## src/sv/ovi_ram.sv

```systemverilog
// Generic single-port-write, single-port-read synchronous RAM with registered read data.
module ovi_ram #(
    parameter int WIDTH = 8,
    parameter int DEPTH = 16
) (
    input  logic                     clk,
    input  logic                     wr_en,
    input  logic [$clog2(DEPTH)-1:0] wr_addr,
    input  logic [WIDTH-1:0]         wr_data,
    input  logic                     rd_en,
    input  logic [$clog2(DEPTH)-1:0] rd_addr,
    output logic [WIDTH-1:0]         rd_data
);

    logic [WIDTH-1:0] mem [DEPTH];

    always_ff @(posedge clk)
    begin
        if (wr_en)
        begin
            mem[wr_addr] <= wr_data;
        end
        if (rd_en)
        begin
            rd_data <= mem[rd_addr];
        end
    end

endmodule

```

## config.mk

```make
export PLATFORM = sky130hd
export DESIGN_NAME = ovi_ram
export DESIGN_NICKNAME = d
export VERILOG_FILES = /design/src/sv/ovi_ram.sv
export SDC_FILE = /design/constraint.sdc
export NUM_CORES = 1
export LEC_CHECK = 0
export BUFFER_PORTS_ARGS = -buffer_cell sky130_fd_sc_hd__buf_4
export CAP_MARGIN = 0
export CORE_MARGIN = 8
export CORE_UTILIZATION = 54
export CTS_CLUSTER_SIZE = 8
export DETAILED_ROUTE_END_ITERATION = 7
export PLACE_DENSITY = 0.74
export SLEW_MARGIN = 40
export SYNTH_ARGS = -nofsm -noshare
export SYNTH_HDL_FRONTEND = slang
export SYNTH_SLANG_ARGS = --single-unit
```

## constraint.sdc

```tcl
create_clock -name clk -period 1.5 [get_ports clk]
set_input_delay 0.075 -clock clk [delete_from_list [all_inputs] [get_ports clk]]
set_output_delay 0.075 -clock clk [all_outputs]
set_load 0.02 [all_outputs]
```

==> out/results.tsv <==
stage	metric	value	unit
clock_tree	clk_pin_slew	0.06	ns
worst_setup_path	cp-start-kind	flop	
power_and_ir_drop	irDropWorstVdd	0.710	mV
drt	drt-pass1-iter-count	4	
drt	vias	2510	
floorplanning	fp-row-count	36	
sta	fin_crit_sh	96.5	%
clock_tree	cts_tree	yes	
logic_synthesis	synth_cell_types	18	
floorplanning	die_h	114	um
status	status	finished, final reports clean	
place	dp_cells	403	
place	place_hpwl	6630	um
sta	slew_viol_final	0	
worst_setup_path	endpoint_kind	flop	
sta	max_slew_margin	70.3	%
floorplanning	die_x	114	um
worst_setup_path	crit_type	flop to flop	
final_layout	fin_cells	441	
worst_setup_path	path_buf_inv	0	
worst_setup_path	cp.arrival	1.71	ns
place	place.gp.congestion	0.707	
sta	setup-violations-final	0	
grt	grt_max_degree	18	
sta	fmax	691	MHz
grt	grt_pass1_vias	2666	
logic_synthesis	netlist.area_leader.share	78.1	%
sta	finalHoldViolations	0	
job	drv_cap	0	
logic_synthesis	syn_nets	248	
worst_setup_path	critPathMaxFanout	1	
floorplanning	die_area	13100	um2
worst_setup_path	worst_path_max_delay_cell	mux4_1	
floorplanning	core	9590	um2
logic_synthesis	netlist_instances	229	
final_layout	nets	317	
clock_tree	cts-root-buf	clkbuf_8	
drt	drtIter0Drc	210	
power_and_ir_drop	leakagePower	0.00216	uW
clock_tree	clock_latency	0.51	ns
worst_hold_path	min-delay-path-class	primary input to flop	
worst_setup_path	critPathMaxStageDelay	0.52	ns
grt	grtUsageMet3	4.32	%
drt	wl_per_cell	22.8	um
sta	worst_clock_skew	0.00394	ns
floorplanning	initial_core_util	54.5	%
grt	antenna_found_initial	0	
final_layout	drive_above_1_share	30.5	%
grt	grt_overflow	0	
worst_setup_path	critPathTopFamily	multiplexers	
logic_synthesis	synth.avg_cell_area	22.8	um2
grt	grt_use_met1	21.3	%
clock_tree	clkSinkCount	136	
place	port_buffers	26	
final_layout	utilization	66.2	%
grt	globalRouteMet2Util	27.0	%
drt	ant_nets	0	
final_layout	nFillCells	591	
grt	gr-max-usage-layer	met2	
clock_tree	cts_setup_buffers	0	
grt	grt_pass1_wl	15500	um
drt	drt-total-wl	10000	um
clock_tree	cts_max_path_buffers	2	
logic_synthesis	synth.cell_area	5230	um2
drt	drcViolationCount	0	
power_and_ir_drop	power.density	1300	nW/um2
clock_tree	htreeDepth	4	
worst_setup_path	crit_path_cell_trace	mux4_1 -> a22oi_2 -> nand2_1	
sta	holdWs	0.0777	ns
logic_synthesis	synth_warnings	0	
sta	rsz0062_at_grt	false	
floorplanning	io-pin-count	27	
logic_synthesis	ys_ff_latch	136	
power_and_ir_drop	finalPower	8240	uW
worst_setup_path	worstPathRequired	1.76	ns
sta	fin_crit	1.45	ns
sta	worst_pin_slew	0.446	ns
clock_tree	numCtsBuffers	17	
drt	viasPerCell	5.69	
grt	grt_usage	16.9	%
final_layout	area_delta_synth_final	21.5	%
logic_synthesis	yosysTopAreaCell	edfxtp_1	
final_layout	diodes	0	
logic_synthesis	synth.area.top_cells	edfxtp_1 78%, mux4_2 7.8%, mux4_1 7.0%, a22oi_1 2.3%, nor2_1 0.93%	
logic_synthesis	seq_area_frac_synth	78.1	%
[routing by layer]
| metal | wire length (um) | vias to the layer above | part of all wire [%] |
|---|---|---|---|
| met5 | 0 | - | 0 |
| met4 | 159 | 0 | 1.6 |
| met3 | 616 | 14 | 6.1 |
| met2 | 5130 | 87 | 51 |
| met1 | 4130 | 1294 | 41 |
| li1 | - | 1115 | - |
[flip-flops by register name, indices dropped and copies added (netlist names)]
signal and count:
mem 128, rd_data 8
[metrics by stage]
stage                     setup TNS [ns]  setup slack [ns]  area (um2)
after floorplan                        0             0.143        5230
after global placement            -0.114           -0.0736        5760
after detailed placement          -0.219           -0.0917        5760
after CTS                              0            0.0271        6340
after global routing                   0           0.00409        6350
final                                  0            0.0528        6350
[cells in the final DEF (no fill, tap or decap), types with 3 or more instances in the layout]
cell,synthesis,final
buf_4,1,46
nand2_1,9,9
mux4_2,18,18
nor2_1,13,13
clkinv_1,0,5
nor3_1,4,3
a22oi_1,16,13
a22oi_2,0,3
mux4_1,14,14
edfxtp_1,136,136
clkbuf_16,0,16
dlygate4sd3_1,0,9
buf_12,0,5
clkbuf_1,0,4
[power by group]
group          internal, uW  leakage [uW]  switching [uW]
Clock                  2130      0.000239            1320
Sequential             4290       0.00124            25.8
Combinational           230      0.000688             250
Total                  6640       0.00216            1600
[what timing repair did]
item,in CTS,in global routing
resized for setup,1,2
hold buffers,9,0
setup endpoints to repair,1,2
endpoints found under the hold margin,136,0
[kinds of logic (layout without fill, tap and decap cells)]
family,after synthesis,in the layout,synth area share [%]
AOI/OAI and AO/OA,16,16,2.30
buffers and inverters,10,89,1.65
DFF,136,136,78.1
muxes,32,32,14.8
and+or+nand+nor,35,35,3.14
[final cells by class]
| class | instances | area (um2) | area share [%] |
|---|---|---|---|
| flip-flops and latches | 136 | 4080 | 64.3 |
| well taps | 133 | 166 | 2.62 |
| clock inverters | 8 | 58.8 | 0.926 |
| clock buffers | 21 | 429 | 6.76 |
| repair buffers | 60 | 536 | 8.43 |
| multi-input cells | 83 | 1080 | 17.0 |
[worst register-to-register path, cell delays in order, from the launching register on]
cell	delay, ns
edfxtp_1	0.37
mux4_1	0.52
a22oi_2	0.24
nand2_1	0.08
[path summary, 6_finish.rpt]
path | endpoint | cells past startpoint | slack [ns] | start
max reg2reg | rd_data[0]$_DFFE_PP_ | 3 | 0.05 | mem[1][0]$_DFFE_PP_
min reg2reg | rd_data[3]$_DFFE_PP_ | 3 | 0.74 | mem[12][3]$_DFFE_PP_
min | mem[0][1]$_DFFE_PP_ | 3 | 0.08 | wr_addr[0]
max | rd_data[0]$_DFFE_PP_ | 3 | 0.05 | mem[1][0]$_DFFE_PP_
[synth_stat cells, drive strengths merged]
cell type and number:
nor2 13, nor3 4, a22oi 16, nand2 9
and2b 1, clkdlybuf4s25 3, and2 1, nand3 1
nor2b 1, nand3b 2, or3b 1, edfxtp 136
buf 7, nand2b 2, mux4 32
(Power assumes the default switching activity.)
