==> config.mk <==
export PLATFORM = sky130hd
export DESIGN_NAME = ovi_walker
export DESIGN_NICKNAME = d
export VERILOG_FILES = /design/src/sv/ovi_pkg.sv /design/src/sv/ovi_walker.sv
export SDC_FILE = /design/constraint.sdc
export NUM_CORES = 1
export LEC_CHECK = 0
export BUFFER_PORTS_ARGS = -buffer_cell sky130_fd_sc_hd__buf_2
export CAP_MARGIN = 20
export CORE_UTILIZATION = 40
export CTS_CLUSTER_SIZE = 14
export DETAILED_ROUTE_END_ITERATION = 10
export PLACE_DENSITY = 0.72
export SYNTH_ARGS = -nofsm -noshare
export SYNTH_HDL_FRONTEND = slang
export SYNTH_SLANG_ARGS = --single-unit
==> constraint.sdc <==
create_clock -name clk -period 2.93 [get_ports clk]
set_input_delay 0.293 -clock clk [delete_from_list [all_inputs] [get_ports clk]]
set_output_delay 0.293 -clock clk [all_outputs]
set_load 0.02 [all_outputs]
==> src/sv/ovi_pkg.sv <==
// Shared constants, item types and memory port types for the octree voxel insert block.
package ovi_pkg;

    localparam int LEVELS     = 8;
    localparam int POOL_NODES = 4096;
    localparam int SLOTS      = 8;

    localparam int COORD_W  = 8;
    localparam int COLOR_W  = 32;
    localparam int LEAF_W   = 12;
    localparam int USED_W   = 13;

    localparam int NODE_W   = $clog2(POOL_NODES);
    localparam int CNT_W    = $clog2(POOL_NODES + 1);
    localparam int LVL_W    = (LEVELS > 1) ? $clog2(LEVELS) : 1;
    localparam int SLOT_W   = $clog2(SLOTS);
    localparam int ROW_W    = SLOTS * NODE_W;
    localparam int LEAF_ROW_W = COLOR_W + 1;

    typedef logic [SLOTS-1:0][NODE_W-1:0] link_row_t;

    typedef struct packed {
        logic [COORD_W-1:0] coord_x;
        logic [COORD_W-1:0] coord_y;
        logic [COORD_W-1:0] coord_z;
        logic [COLOR_W-1:0] voxel_color;
    } in_item_t;

    typedef struct packed {
        logic [LEAF_W-1:0] leaf_node;
        logic [USED_W-1:0] nodes_used;
        logic              status;
    } out_item_t;

    typedef struct packed {
        logic              rd_en;
        logic [NODE_W-1:0] rd_addr;
        logic              wr_en;
        logic [NODE_W-1:0] wr_addr;
        logic [ROW_W-1:0]  wr_data;
    } link_port_t;

    typedef struct packed {
        logic                  wr_en;
        logic [NODE_W-1:0]     wr_addr;
        logic [LEAF_ROW_W-1:0] wr_data;
    } leaf_port_t;

endpackage

==> src/sv/ovi_walker.sv <==
// Tree walk sequencer: reads, allocates, links nodes per level; writes leaf unless pool full.
module ovi_walker (
    input  logic                          clk,
    input  logic                          rst_n,
    input  logic                          req_valid,
    output logic                          req_ready,
    input  ovi_pkg::in_item_t             req,
    output logic                          res_valid,
    input  logic                          res_ready,
    output ovi_pkg::out_item_t            res,
    output ovi_pkg::link_port_t           link_port,
    input  logic [ovi_pkg::ROW_W-1:0]     link_rd_data,
    output ovi_pkg::leaf_port_t           leaf_port
);

    typedef enum logic [2:0] {
        ST_CLEAR,
        ST_IDLE,
        ST_EVAL,
        ST_ALLOC,
        ST_LEAF,
        ST_DONE
    } state_t;

    state_t                          state_reg, state_next;
    logic [ovi_pkg::NODE_W-1:0]      node_reg, node_next;
    logic [ovi_pkg::CNT_W-1:0]       count_reg, count_next;
    logic [ovi_pkg::LVL_W-1:0]       level_reg, level_next;
    logic [ovi_pkg::LEVELS-1:0]      px_reg, px_next;
    logic [ovi_pkg::LEVELS-1:0]      py_reg, py_next;
    logic [ovi_pkg::LEVELS-1:0]      pz_reg, pz_next;
    logic [ovi_pkg::COLOR_W-1:0]     color_reg, color_next;
    logic                            fresh_reg, fresh_next;
    logic                            full_reg, full_next;

    ovi_pkg::link_row_t              row;
    ovi_pkg::link_row_t              row_mod;
    logic [ovi_pkg::SLOT_W-1:0]      slot;
    logic [ovi_pkg::NODE_W-1:0]      link;
    logic                            link_empty;
    logic                            pool_full;
    logic                            last_level;

    assign slot = {px_reg[ovi_pkg::LEVELS-1], py_reg[ovi_pkg::LEVELS-1],
                   pz_reg[ovi_pkg::LEVELS-1]};
    assign row  = fresh_reg ? '0 : ovi_pkg::link_row_t'(link_rd_data);
    assign link = row[slot];
    assign link_empty = (link == '0) ||
                        ({1'b0, link} >= (ovi_pkg::NODE_W + 1)'(ovi_pkg::POOL_NODES));
    assign pool_full  = count_reg >= ovi_pkg::CNT_W'(ovi_pkg::POOL_NODES);
    assign last_level = level_reg == ovi_pkg::LVL_W'(ovi_pkg::LEVELS - 1);

    always_comb
    begin
        row_mod       = row;
        row_mod[slot] = count_reg[ovi_pkg::NODE_W-1:0];
    end

    assign req_ready     = (state_reg == ST_IDLE);
    assign res_valid     = (state_reg == ST_DONE);
    assign res.leaf_node  = full_reg ? '0 : ovi_pkg::LEAF_W'(node_reg);
    assign res.nodes_used = ovi_pkg::USED_W'(count_reg);
    assign res.status     = full_reg;

    always_comb
    begin
        state_next = state_reg;
        node_next  = node_reg;
        count_next = count_reg;
        level_next = level_reg;
        px_next    = px_reg;
        py_next    = py_reg;
        pz_next    = pz_reg;
        color_next = color_reg;
        fresh_next = fresh_reg;
        full_next  = full_reg;
        link_port  = '0;
        leaf_port  = '0;

        case (state_reg)
            ST_CLEAR:
            begin
                link_port.wr_en   = 1'b1;
                link_port.wr_addr = '0;
                link_port.wr_data = '0;
                state_next        = ST_IDLE;
            end
            ST_IDLE:
            begin
                if (req_valid)
                begin
                    px_next    = ovi_pkg::LEVELS'(req.coord_x);
                    py_next    = ovi_pkg::LEVELS'(req.coord_y);
                    pz_next    = ovi_pkg::LEVELS'(req.coord_z);
                    color_next = req.voxel_color;
                    node_next  = '0;
                    level_next = '0;
                    fresh_next = 1'b0;
                    full_next  = 1'b0;
                    link_port.rd_en   = 1'b1;
                    link_port.rd_addr = '0;
                    state_next = ST_EVAL;
                end
            end
            ST_EVAL:
            begin
                if (!link_empty)
                begin
                    node_next = link;
                    if (last_level)
                    begin
                        state_next = ST_LEAF;
                    end
                    else
                    begin
                        link_port.rd_en   = 1'b1;
                        link_port.rd_addr = link;
                        px_next    = px_reg << 1;
                        py_next    = py_reg << 1;
                        pz_next    = pz_reg << 1;
                        level_next = level_reg + 1'b1;
                        fresh_next = 1'b0;
                    end
                end
                else if (pool_full)
                begin
                    full_next  = 1'b1;
                    state_next = ST_DONE;
                end
                else
                begin
                    link_port.wr_en   = 1'b1;
                    link_port.wr_addr = node_reg;
                    link_port.wr_data = ovi_pkg::ROW_W'(row_mod);
                    leaf_port.wr_en   = 1'b1;
                    leaf_port.wr_addr = count_reg[ovi_pkg::NODE_W-1:0];
                    leaf_port.wr_data = '0;
                    node_next  = count_reg[ovi_pkg::NODE_W-1:0];
                    count_next = count_reg + 1'b1;
                    state_next = ST_ALLOC;
                end
            end
            ST_ALLOC:
            begin
                link_port.wr_en   = 1'b1;
                link_port.wr_addr = node_reg;
                link_port.wr_data = '0;
                if (last_level)
                begin
                    state_next = ST_LEAF;
                end
                else
                begin
                    px_next    = px_reg << 1;
                    py_next    = py_reg << 1;
                    pz_next    = pz_reg << 1;
                    level_next = level_reg + 1'b1;
                    fresh_next = 1'b1;
                    state_next = ST_EVAL;
                end
            end
            ST_LEAF:
            begin
                leaf_port.wr_en   = 1'b1;
                leaf_port.wr_addr = node_reg;
                leaf_port.wr_data = {1'b1, color_reg};
                state_next        = ST_DONE;
            end
            ST_DONE:
            begin
                if (res_ready)
                begin
                    state_next = ST_IDLE;
                end
            end
            default:
            begin
                state_next = ST_IDLE;
            end
        endcase
    end

    always_ff @(posedge clk or negedge rst_n)
    begin
        if (!rst_n)
        begin
            state_reg <= ST_CLEAR;
            count_reg <= ovi_pkg::CNT_W'(1);
            node_reg  <= '0;
            level_reg <= '0;
            fresh_reg <= 1'b0;
            full_reg  <= 1'b0;
        end
        else
        begin
            state_reg <= state_next;
            count_reg <= count_next;
            node_reg  <= node_next;
            level_reg <= level_next;
            fresh_reg <= fresh_next;
            full_reg  <= full_next;
        end
    end

    always_ff @(posedge clk)
    begin
        px_reg    <= px_next;
        py_reg    <= py_next;
        pz_reg    <= pz_next;
        color_reg <= color_next;
    end

endmodule

==> metrics.yaml, run 1 <==
status:
  status: "complete, but fails checks"
  violations: "setup timing"
sta:
  final-hold-violation-count: 0
  finClkSkew_ns: 0.00995
  clock.fmax_ghz: 0.302
  rsz0062_at_grt: "yes"
  slew_violations: 0
  worst_pin_slew_ns: 0.867
  min_period_over_period_pct: 113
  maxSlewHeadroom_pct: 42.2
  setup_viol_count_final: 123
  setup_ws_ns: -0.378
  fin_crit_ns: 3.31
yosys:
  synth_fa_ha_area_share_pct: 0.618
  synth_compound_area_share_pct: 16.6
  ys_seq_elements: 89
  yosys.area_share.simple_pct: 35.2
  synth_top_family_by_area: "simple AND/OR/NAND/NOR gates"
  synth_area_per_cell_um2: 9.34
  ys.flop_type: "edfxtp_1"
  ys_seq_area_share_pct: 31.0
  syn_nets: 1028
  yosys.cell_count.top_type: "a21oi_1"
  ys_warn_count: 0
  synth_cells: 868
  yosysTopAreaCell: "edfxtp_1"
  yosys-top-cells-count: "a21oi_1, nor3b_1, nor2_4"
  async_flop_share_pct: 37.1
  yosys.cell_types.count: 72
  synth-edff-count: 56
  synthTopCellsByArea: "edfxtp_1, nor2_4, dfrtp_1"
  syn-cell-area_um2: 8100
  synth_xor_area_share_pct: 1.19
  synth.top_cell.area_share_pct: 20.8
  synthMuxAreaShare_pct: 7.58
floorplan:
  die-area_um2: 20800
  die_y_um: 144
  start_util_pct: 41.2
  io_pins: 352
  coreArea_um2: 19700
  rows: 51
  die_w_um: 144
clock_tree:
  tritoncts: "built"
  clk_latency_ns: 0.35
  cts_made_buffers: 9
  cts_buffer_depth: 2
  cts_root_buffer: "clkbuf_16"
  hold_buffers: 0
  clkSinkCount: 89
  h-tree-depth: 3
  clk_pin_slew_worst_paths_ns: 0.07
routing:
  wirelength_mm: 34.6
  first_iter_violations: 627
  wl_per_cell_um: 22.2
  avgViaCountPerCell: 5.66
  num_vias: 8805
  drcViolationCount: 0
  first_pass_iters: 6
  ant_nets: 0
placed_design:
  placed_area_um2: 10700
  hpwl_mm: 25.6
  globalplace.congestion: 0.977
  dp.cells: 1504
  place_ws_ns: -0.171
  port_buffers: 351
global_route:
  antenna_found_initial: 2
  grt_pass1_wl_mm: 48.3
  grt_max_degree: 44
  grt_pass1_vias: 8300
  overflow: 0
  grt_use_total_pct: 31.5
setup_path:
  path_cells: "buf_12, buf_12, and3b_2, a32o_2, a211oi_2, and4_4, and3_4, nand3_4, buf_12, buf_12, nor2_4, buf_6"
  path_common_cell: "buf_12"
  crit_required_ns: 2.64
  crit_fanout: 14
  worst_path_max_delay_cell: "edfxtp_1"
  crit_path_max_incr_delay_ns: 0.41
  path_class: "flip-flop to primary output"
  worstPathArrival_ns: 3.02
  start_kind: "flip-flop"
  cp-end-kind: "primary output"
hold_path:
  hold_path.class: "primary input to async pin"
layout:
  syn_to_final_growth_pct: 51.5
  largest_register_ffs: 32
  design_area_um2: 12300
  finalNonFillerCells: 1556
  fin_nets: 1444
  fill_cells: 1655
  drive_above_1_share_pct: 53.8
power:
  total_power_uw: 10200
  vdd_ir_drop_max_uv: 492
  p_leak_uw: 0.00522
  powerDensity_nw_per_um2: 830
flow_run:
  drv_cap: 0
## layout make-up
class	count	area (µm²)	share of cell area [%]
repair buffers	495	3770	30.7
inverters	15	56.3	0.459
multi-input cells	674	5280	43.0
clock buffers	10	229	1.86
clock inverters	6	95.1	0.774
well taps	265	332	2.70
flip-flops and latches	89	2510	20.5
diodes	2	5.00	0.0408
## cells in the final DEF (no fill, tap or decap), types with 7 or more instances in the layout
cell type  netlist  routed
clkbuf_16        0      11
nand2b_1        15      14
mux2i_1         25      23
nor3b_2          9      12
dfrtp_1         32      31
nor2_1          69      59
edfxtp_1        56      56
a21o_1           9       9
o32ai_1         11      10
mux2_2          26      25
buf_12          10      16
o211a_1         12      12
buf_4            7     140
nor4_1          10      10
nor2_2           1       8
buf_2            9     232
a22o_1          14      14
inv_1           14      13
xor2_1           8       8
nor2b_1         17      14
a21oi_1        106     105
buf_6            5     104
nand2_1         24      24
nor3b_1         91      88
nand3_1          7       7
and2_1          38      37
nor2_4          80      83
## kinds of logic after synthesis
logic type | count (synthesis)
AOI/OAI and AO/OA | 205
xor gates and xnor gates | 11
adders and majority gates | 4
buffers and inverters | 105
DFF | 89
muxes | 55
and+or+nand+nor | 399
## report_power, final
group / internal [µW] / switching (µW) / leakage [µW]
clock network: 759 / 522 / 0.000158
registers: 1850 / 211 / 0.000949
logic: 2960 / 3890 / 0.00411
total: 5570 / 4620 / 0.00522
## critical path: cells and delay by family (launching register included)
family | cells | cell delay, ns
AO/OA/AOI/OAI | 2 | 0.49
buffers and inverters | 5 | 0.80
flip-flops | 1 | 0.41
AND/OR/NAND/NOR | 5 | 0.94
## final timing paths
path                              startpoint       endpoint  slack, ns  cells past startpoint
max in group asynchronous              rst_n      fresh_reg       2.32                      1
worst min register to register  level_reg[1]   level_reg[1]       0.51                      1
worst max register to register     py_reg[7]    node_reg[3]       0.07                     10
worst min-delay path                   rst_n    node_reg[8]       0.03                      1
worst max-delay path               py_reg[7]  link_port[69]      -0.38                     12
min in group clk                      req[5]   color_reg[5]       0.12                      1
## through the flow
step / setup TNS (ns) / utilization (%) / hold WS, ns
3_3_place_gp: -11.04 / 54.2 / 0.409
5_1_grt: -48.21 / 62.5 / 0.0775
6_report: -40.11 / 62.5 / 0.0263
4_1_cts: -36.49 / 58.9 / 0.0479
3_5_place_dp: -14.77 / 54.2 / 0.411
2_1_floorplan: 0 / - / -0.00259
## repair_timing
action,CTS,global route
gates cloned,2,2
endpoints found under the setup margin,125,157
pin swaps,8,10
buffers inserted,15,16
resized for setup,145,159
endpoints found under the hold margin,0,0
## per-layer routing
layer | track usage (%) | wire, µm | vias up
met5 | 0 | 0 | -
met4 | 14.6 | 1640 | 0
met3 | 7.15 | 3180 | 127
met2 | 53.2 | 16600 | 559
met1 | 37.9 | 13100 | 4156
li1 | - | - | 3963
Power figures use the tool's default switching activity.
==> run 2, diff against run 1 <==
- CELL_PAD_IN_SITES_DETAIL_PLACEMENT: default -> 1
- CELL_PAD_IN_SITES_GLOBAL_PLACEMENT: default -> 2
- CORE_UTILIZATION: 40 -> 25
- PLACE_DENSITY: 0.72 -> default
- PLACE_DENSITY_LB_ADDON: default -> 0.1
==> metrics.yaml, run 2 (synthesized netlist as in run 1, its figures left out) <==
routing:
  num_vias: 8548  # was 8,805
  first_pass_iters: 5  # was 6
  first_iter_violations: 441  # was 627
  drcViolationCount: 0  # unchanged
  wl_per_cell_um: 23.6  # was 22.2 µm
  wirelength_mm: 40.1  # was 34.6 mm
  ant_nets: 0  # unchanged
  avgViaCountPerCell: 5.02  # was 5.66
status:
  violations: "setup timing"  # unchanged
  status: "complete, but fails checks"  # unchanged
floorplan:
  die_w_um: 182  # was 144 µm
  start_util_pct: 25.6  # was 41.2%
  die_y_um: 182  # was 144 µm
  io_pins: 352  # unchanged
  die-area_um2: 33100  # was 20,800 µm²
  coreArea_um2: 31700  # was 19,700 µm²
  rows: 65  # was 51
sta:
  worst_pin_slew_ns: 0.923  # was 0.867 ns
  setup_ws_ns: -0.524  # was -0.378 ns
  min_period_over_period_pct: 118  # was 113%
  finalSetupTns_ns: -49.28  # was -40.11 ns
  final-hold-violation-count: 0  # unchanged
  maxSlewHeadroom_pct: 38.4  # was 42.2%
  fin_crit_ns: 3.45  # was 3.31 ns
  clock.fmax_ghz: 0.290  # was 0.302 GHz
  slew_violations: 0  # unchanged
  hold_ws_ns: 0.0161  # was 0.0263 ns
  finClkSkew_ns: 0.00965  # was 0.00995 ns
  setup_viol_count_final: 124  # was 123
  rsz0062_at_grt: "yes"  # unchanged
placed_design:
  globalplace.congestion: 0.871  # was 0.977
  port_buffers: 351  # unchanged
  hpwl_mm: 30.1  # was 25.6 mm
  dp.cells: 1650  # was 1,504
clock_tree:
  clkSinkCount: 89  # unchanged
  clk_latency_ns: 0.36  # was 0.35 ns
  cts_made_buffers: 9  # unchanged
  h-tree-depth: 3  # unchanged
  clk_pin_slew_worst_paths_ns: 0.08  # was 0.07 ns
  hold_buffers: 0  # unchanged
  cts_buffer_depth: 2  # unchanged
  tritoncts: "built"  # unchanged
  cts_root_buffer: "clkbuf_16"  # unchanged
global_route:
  overflow: 0  # unchanged
  grt_pass1_vias: 8811  # was 8,300
  antenna_found_initial: 1  # was 2
  grt_pass1_wl_mm: 57.5  # was 48.3 mm
  grt_max_degree: 47  # was 44
  grt_use_total_pct: 23.5  # was 31.5%
setup_path:
  worstPathArrival_ns: 3.16  # was 3.02 ns
  cp-end-kind: "primary output"  # unchanged
  path_class: "flip-flop to primary output"  # unchanged
  crit_fanout: 20  # was 14
  crit_required_ns: 2.64  # about the same
  start_kind: "flip-flop"  # unchanged
power:
  powerDensity_nw_per_um2: 793  # was 830 nW/µm²
  vdd_ir_drop_max_uv: 314  # was 492 µV
  p_leak_uw: 0.00535  # was 0.00522 µW
layout:
  drive_above_1_share_pct: 53.4  # was 53.8%
  layout_common_cells: "buf_2, buf_4, buf_6, a21oi_1, nor2_4"  # was buf_2, buf_4, a21oi_1, buf_6, nor3b_1
  fin_nets: 1455  # was 1,444
  final_common_cell: "buf_2"  # unchanged
  finalNonFillerCells: 1702  # was 1,556
  syn_to_final_growth_pct: 56.4  # was 51.5%
  utilization_pct: 40.0  # was 62.5%
  fill_cells: 3670  # was 1,655
  diodes: 0  # was 2
  largest_register_ffs: 32  # unchanged
hold_path:
  hold_path.class: "primary input to async pin"  # unchanged
flow_run:
  drv_cap: 0  # unchanged
[run 2: changes by cell type in the layout (fill, tap and decap cells not counted), moves of 5 or more]
cell | previous run | this run
buf_4 | 140 | 125
nor2_2 | 8 | 3
buf_2 | 232 | 238
nor2_4 | 83 | 92
buf_6 | 104 | 116
buf_12 | 16 | 9
buf_16 | 0 | 7
clkbuf_16 | 11 | 16
[run 2: area by class of cell]
class	instances	area (µm²)	area share (%)
Multi-Input combinational cell	674	5250	41.4
Timing Repair Buffer	506	4040	31.9
Sequential cell	89	2510	19.8
Tap cell	402	503	3.97
Clock buffer	9	225	1.78
Clock inverter	7	83.8	0.661
Inverter	15	56.3	0.444
[run 2: repair_timing]
item,in CTS,in global routing
resized for setup,135,177
setup endpoints to repair,136,135
gates cloned,4,8
pin swaps,8,74
buffers inserted,10,15
[run 2: power breakdown]
| group | total [µW] | leakage, µW | internal (µW) | switching, µW |
|---|---|---|---|---|
| clock | 1260 | 0.000149 | 679 | 577 |
| sequential | 2090 | 0.000949 | 1850 | 244 |
| combinational | 6700 | 0.00425 | 2820 | 3880 |
| total | 10000 | 0.00535 | 5350 | 4700 |
[run 2: final timing paths]
check,from,to,slack (ns),depth (start not counted)
worst max-delay path,py_reg[7],link_port[67],-0.52,12
worst min-delay path,rst_n,node_reg[10],0.02,1
worst max register to register,py_reg[7],count_reg[1],-0.10,12
worst min register to register,level_reg[2],level_reg[2],0.52,1
max in group asynchronous,rst_n,fresh_reg,2.28,1
min in group clk,req[9],color_reg[9],0.10,1
[run 2: through the flow]
stage	instance area, µm²	worst slack, ns	power [µW]
CTS	11700	-0.484	9710
detailed placement	10800	-0.278	8110
finish	12700	-0.524	10000
floorplan	8100	0.0384	5780
global placement	10800	-0.172	8090
global route	12700	-0.654	10700
[run 2: critical path: stages (launching register included)]
cell	delay, ns
edfxtp_1	0.41
buf_12	0.18
nor2b_1	0.18
a22o_1	0.27
a221oi_2	0.34
and4_1	0.29
and3_4	0.24
nand3_4	0.11
buf_12	0.21
buf_16	0.15
buf_16	0.15
nor2_4	0.12
buf_6	0.12
[run 2: routing by layer]
metal | wire length [µm] | GRT usage [%] | part of all wire, % | vias up
li1 | - | - | - | 3974
met1 | 17300 | 30.0 | 43 | 4227
met2 | 19600 | 40.2 | 49 | 297
met3 | 2300 | 4.49 | 5.7 | 50
met4 | 935 | 6.05 | 2.3 | 0
met5 | 0 | 0 | 0 | -
==> run 3, diff against run 2 <==
- RECOVER_POWER: default -> 50
==> metrics.yaml, run 3 (synthesized netlist as in run 1, its figures left out) <==
clock_tree:
  clk_pin_slew_worst_paths_ns: 0.08  # about the same
  tritoncts: "built"  # unchanged
  clkSinkCount: 89  # unchanged
  h-tree-depth: 3  # unchanged
  cts_root_buffer: "clkbuf_16"  # unchanged
  cts_buffer_depth: 2  # unchanged
  hold_buffers: 0  # unchanged
  cts_made_buffers: 9  # unchanged
  clk_latency_ns: 0.36  # about the same
setup_path:
  r2r_slack_ns: -0.10  # about the same
  crit_path_max_incr_delay_ns: 0.45  # was 0.41 ns
  cp-end-kind: "primary output"  # unchanged
  cp.depth: 13  # was 12
  path_class: "flip-flop to primary output"  # unchanged
  worst_path_max_delay_cell: "edfxtp_1"  # unchanged
  crit_path_start: "px_reg[7]"  # was py_reg[7]
  crit_family: "buffers and inverters"  # was simple AND/OR/NAND/NOR gates
  r2r-start: "py_reg[7]"  # unchanged
  path_cells: "buf_6, clkbuf_16, nor2b_4, a32o_2, a211oi_4, and4_1, and3_4, nand3_4, buf_12, buf_16, buf_16, nor2_4, buf_6"  # was buf_12, nor2b_1, a22o_1, a221oi_2, and4_1, and3_4, nand3_4, buf_12, buf_16, buf_16, nor2_4, buf_6
  r2r_cells: 12  # unchanged
  worstPathArrival_ns: 3.17  # was 3.16 ns
  rr_endpoint: "count_reg[1]"  # unchanged
  crit_path_end: "link_port[67]"  # unchanged
  crit_fanout: 6  # was 20
  crit_required_ns: 2.64  # about the same
  start_kind: "flip-flop"  # unchanged
  crit_buf_inv: 6  # was 5
placed_design:
  hpwl_mm: 30.1  # unchanged
  place_ws_ns: -0.278  # unchanged
  globalplace.congestion: 0.871  # unchanged
  port_buffers: 351  # unchanged
power:
  vdd_ir_drop_max_uv: 314  # about the same
  total_power_uw: 10000  # about the same
  powerDensity_nw_per_um2: 795  # was 793 nW/µm²
  p_leak_uw: 0.00523  # was 0.00535 µW
sta:
  setup_viol_count_final: 124  # unchanged
  rsz0062_at_grt: "yes"  # unchanged
  finClkSkew_ns: 0.0106  # was 0.00965 ns
  setup_ws_ns: -0.536  # was -0.524 ns
  finalSetupTns_ns: -50.48  # was -49.28 ns
  fin_crit_ns: 3.47  # was 3.45 ns
  final-hold-violation-count: 0  # unchanged
  maxSlewHeadroom_pct: -33.5  # was 38.4%
  clock.fmax_ghz: 0.289  # was 0.290 GHz
  min_period_over_period_pct: 118  # about the same
  slew_violations: 34  # was 0
  worst_pin_slew_ns: 2.00  # was 0.923 ns
layout:
  diodes: 0  # unchanged
  layout_common_cells: "buf_2, buf_6, buf_4, a21oi_1, nor2_4"  # was buf_2, buf_4, buf_6, a21oi_1, nor2_4
  multi_input_area_um2: 5250  # unchanged
  syn_to_final_growth_pct: 55.6  # was 56.4%
  final_common_cell: "buf_2"  # unchanged
  fin_nets: 1455  # unchanged
  largest_register_ffs: 32  # unchanged
  utilization_pct: 39.8  # was 40.0%
  fill_cells: 3685  # was 3,670
  area.sequential_um2: 2510  # unchanged
  drive_above_1_share_pct: 51.1  # was 53.4%
global_route:
  grt_pass1_wl_mm: 57.5  # unchanged
  overflow: 0  # unchanged
  antenna_found_initial: 1  # unchanged
  grt_use_total_pct: 23.5  # unchanged
  grt_max_degree: 47  # unchanged
  grt_pass1_vias: 8811  # unchanged
routing:
  first_pass_iters: 5  # unchanged
  wl_per_cell_um: 23.6  # about the same
  wirelength_mm: 40.1  # about the same
  num_vias: 8562  # was 8,548
  avgViaCountPerCell: 5.03  # was 5.02
  drcViolationCount: 0  # unchanged
  ant_nets: 0  # unchanged
  first_iter_violations: 396  # was 441
hold_path:
  hold_path.class: "primary input to flip-flop"  # was primary input to async pin
floorplan:
  coreArea_um2: 31700  # unchanged
  die-area_um2: 33100  # unchanged
  start_util_pct: 25.6  # unchanged
  rows: 65  # unchanged
  die_w_um: 182  # unchanged
  die_y_um: 182  # unchanged
  io_pins: 352  # unchanged
status:
  violations: "capacitance limit, slew limit, setup timing"  # was setup timing
  status: "complete, but fails checks"  # unchanged
flow_run:
  drv_cap: 1  # was 0
-- run 3: what timing repair did --
action	in CTS	in global routing
pin swaps	8	74
cloned	4	8
resized for setup	135	177
setup buffers	10	15
endpoints found under the setup margin	136	135
-- run 3: metal layers --
layer | wire length, µm | global-route usage, % | up-vias | share of wire [%]
met5 | 0 | 0 | - | 0
met4 | 903 | 6.05 | 0 | 2.3
met3 | 2210 | 4.49 | 49 | 5.5
met2 | 19600 | 40.2 | 293 | 49
met1 | 17400 | 30.0 | 4243 | 43
li1 | - | - | 3977 | -
-- run 3: final cells by class --
type,instances,share of cell area [%]
multi-input combinational,674,41.6
timing repair buffer,506,31.6
sequential,89,19.9
tap,402,3.99
clock buffer,9,1.79
clock inverter,7,0.665
inverter,15,0.446
-- run 3: worst min-delay path by stage --
stage | start | depth (start not counted) | end
floorplan | rst_n | 0 | count_reg[10]
finish | req[9] | 1 | color_reg[9]
global placement | rst_n | 1 | node_reg[10]
detailed placement | rst_n | 1 | node_reg[10]
global route | req[5] | 1 | color_reg[5]
CTS | rst_n | 1 | node_reg[10]
-- run 3: through the flow --
| stage | instances | area (µm²) | hold slack (ns) |
|---|---|---|---|
| 6_report | 1702 | 12600 | 0.101 |
| 5_1_grt | 1702 | 12600 | 0.0852 |
| 4_1_cts | 1680 | 11700 | 0.0496 |
| 3_5_place_dp | 1650 | 10800 | 0.448 |
| 3_3_place_gp | 1650 | 10800 | 0.456 |
| 2_1_floorplan | 868 | 8100 | -0.00259 |
-- run 3: power by group --
| group | internal, µW | total [µW] | switching, µW |
|---|---|---|---|
| logic | 2790 | 6670 | 3880 |
| clock network | 679 | 1260 | 576 |
| registers | 1850 | 2090 | 243 |
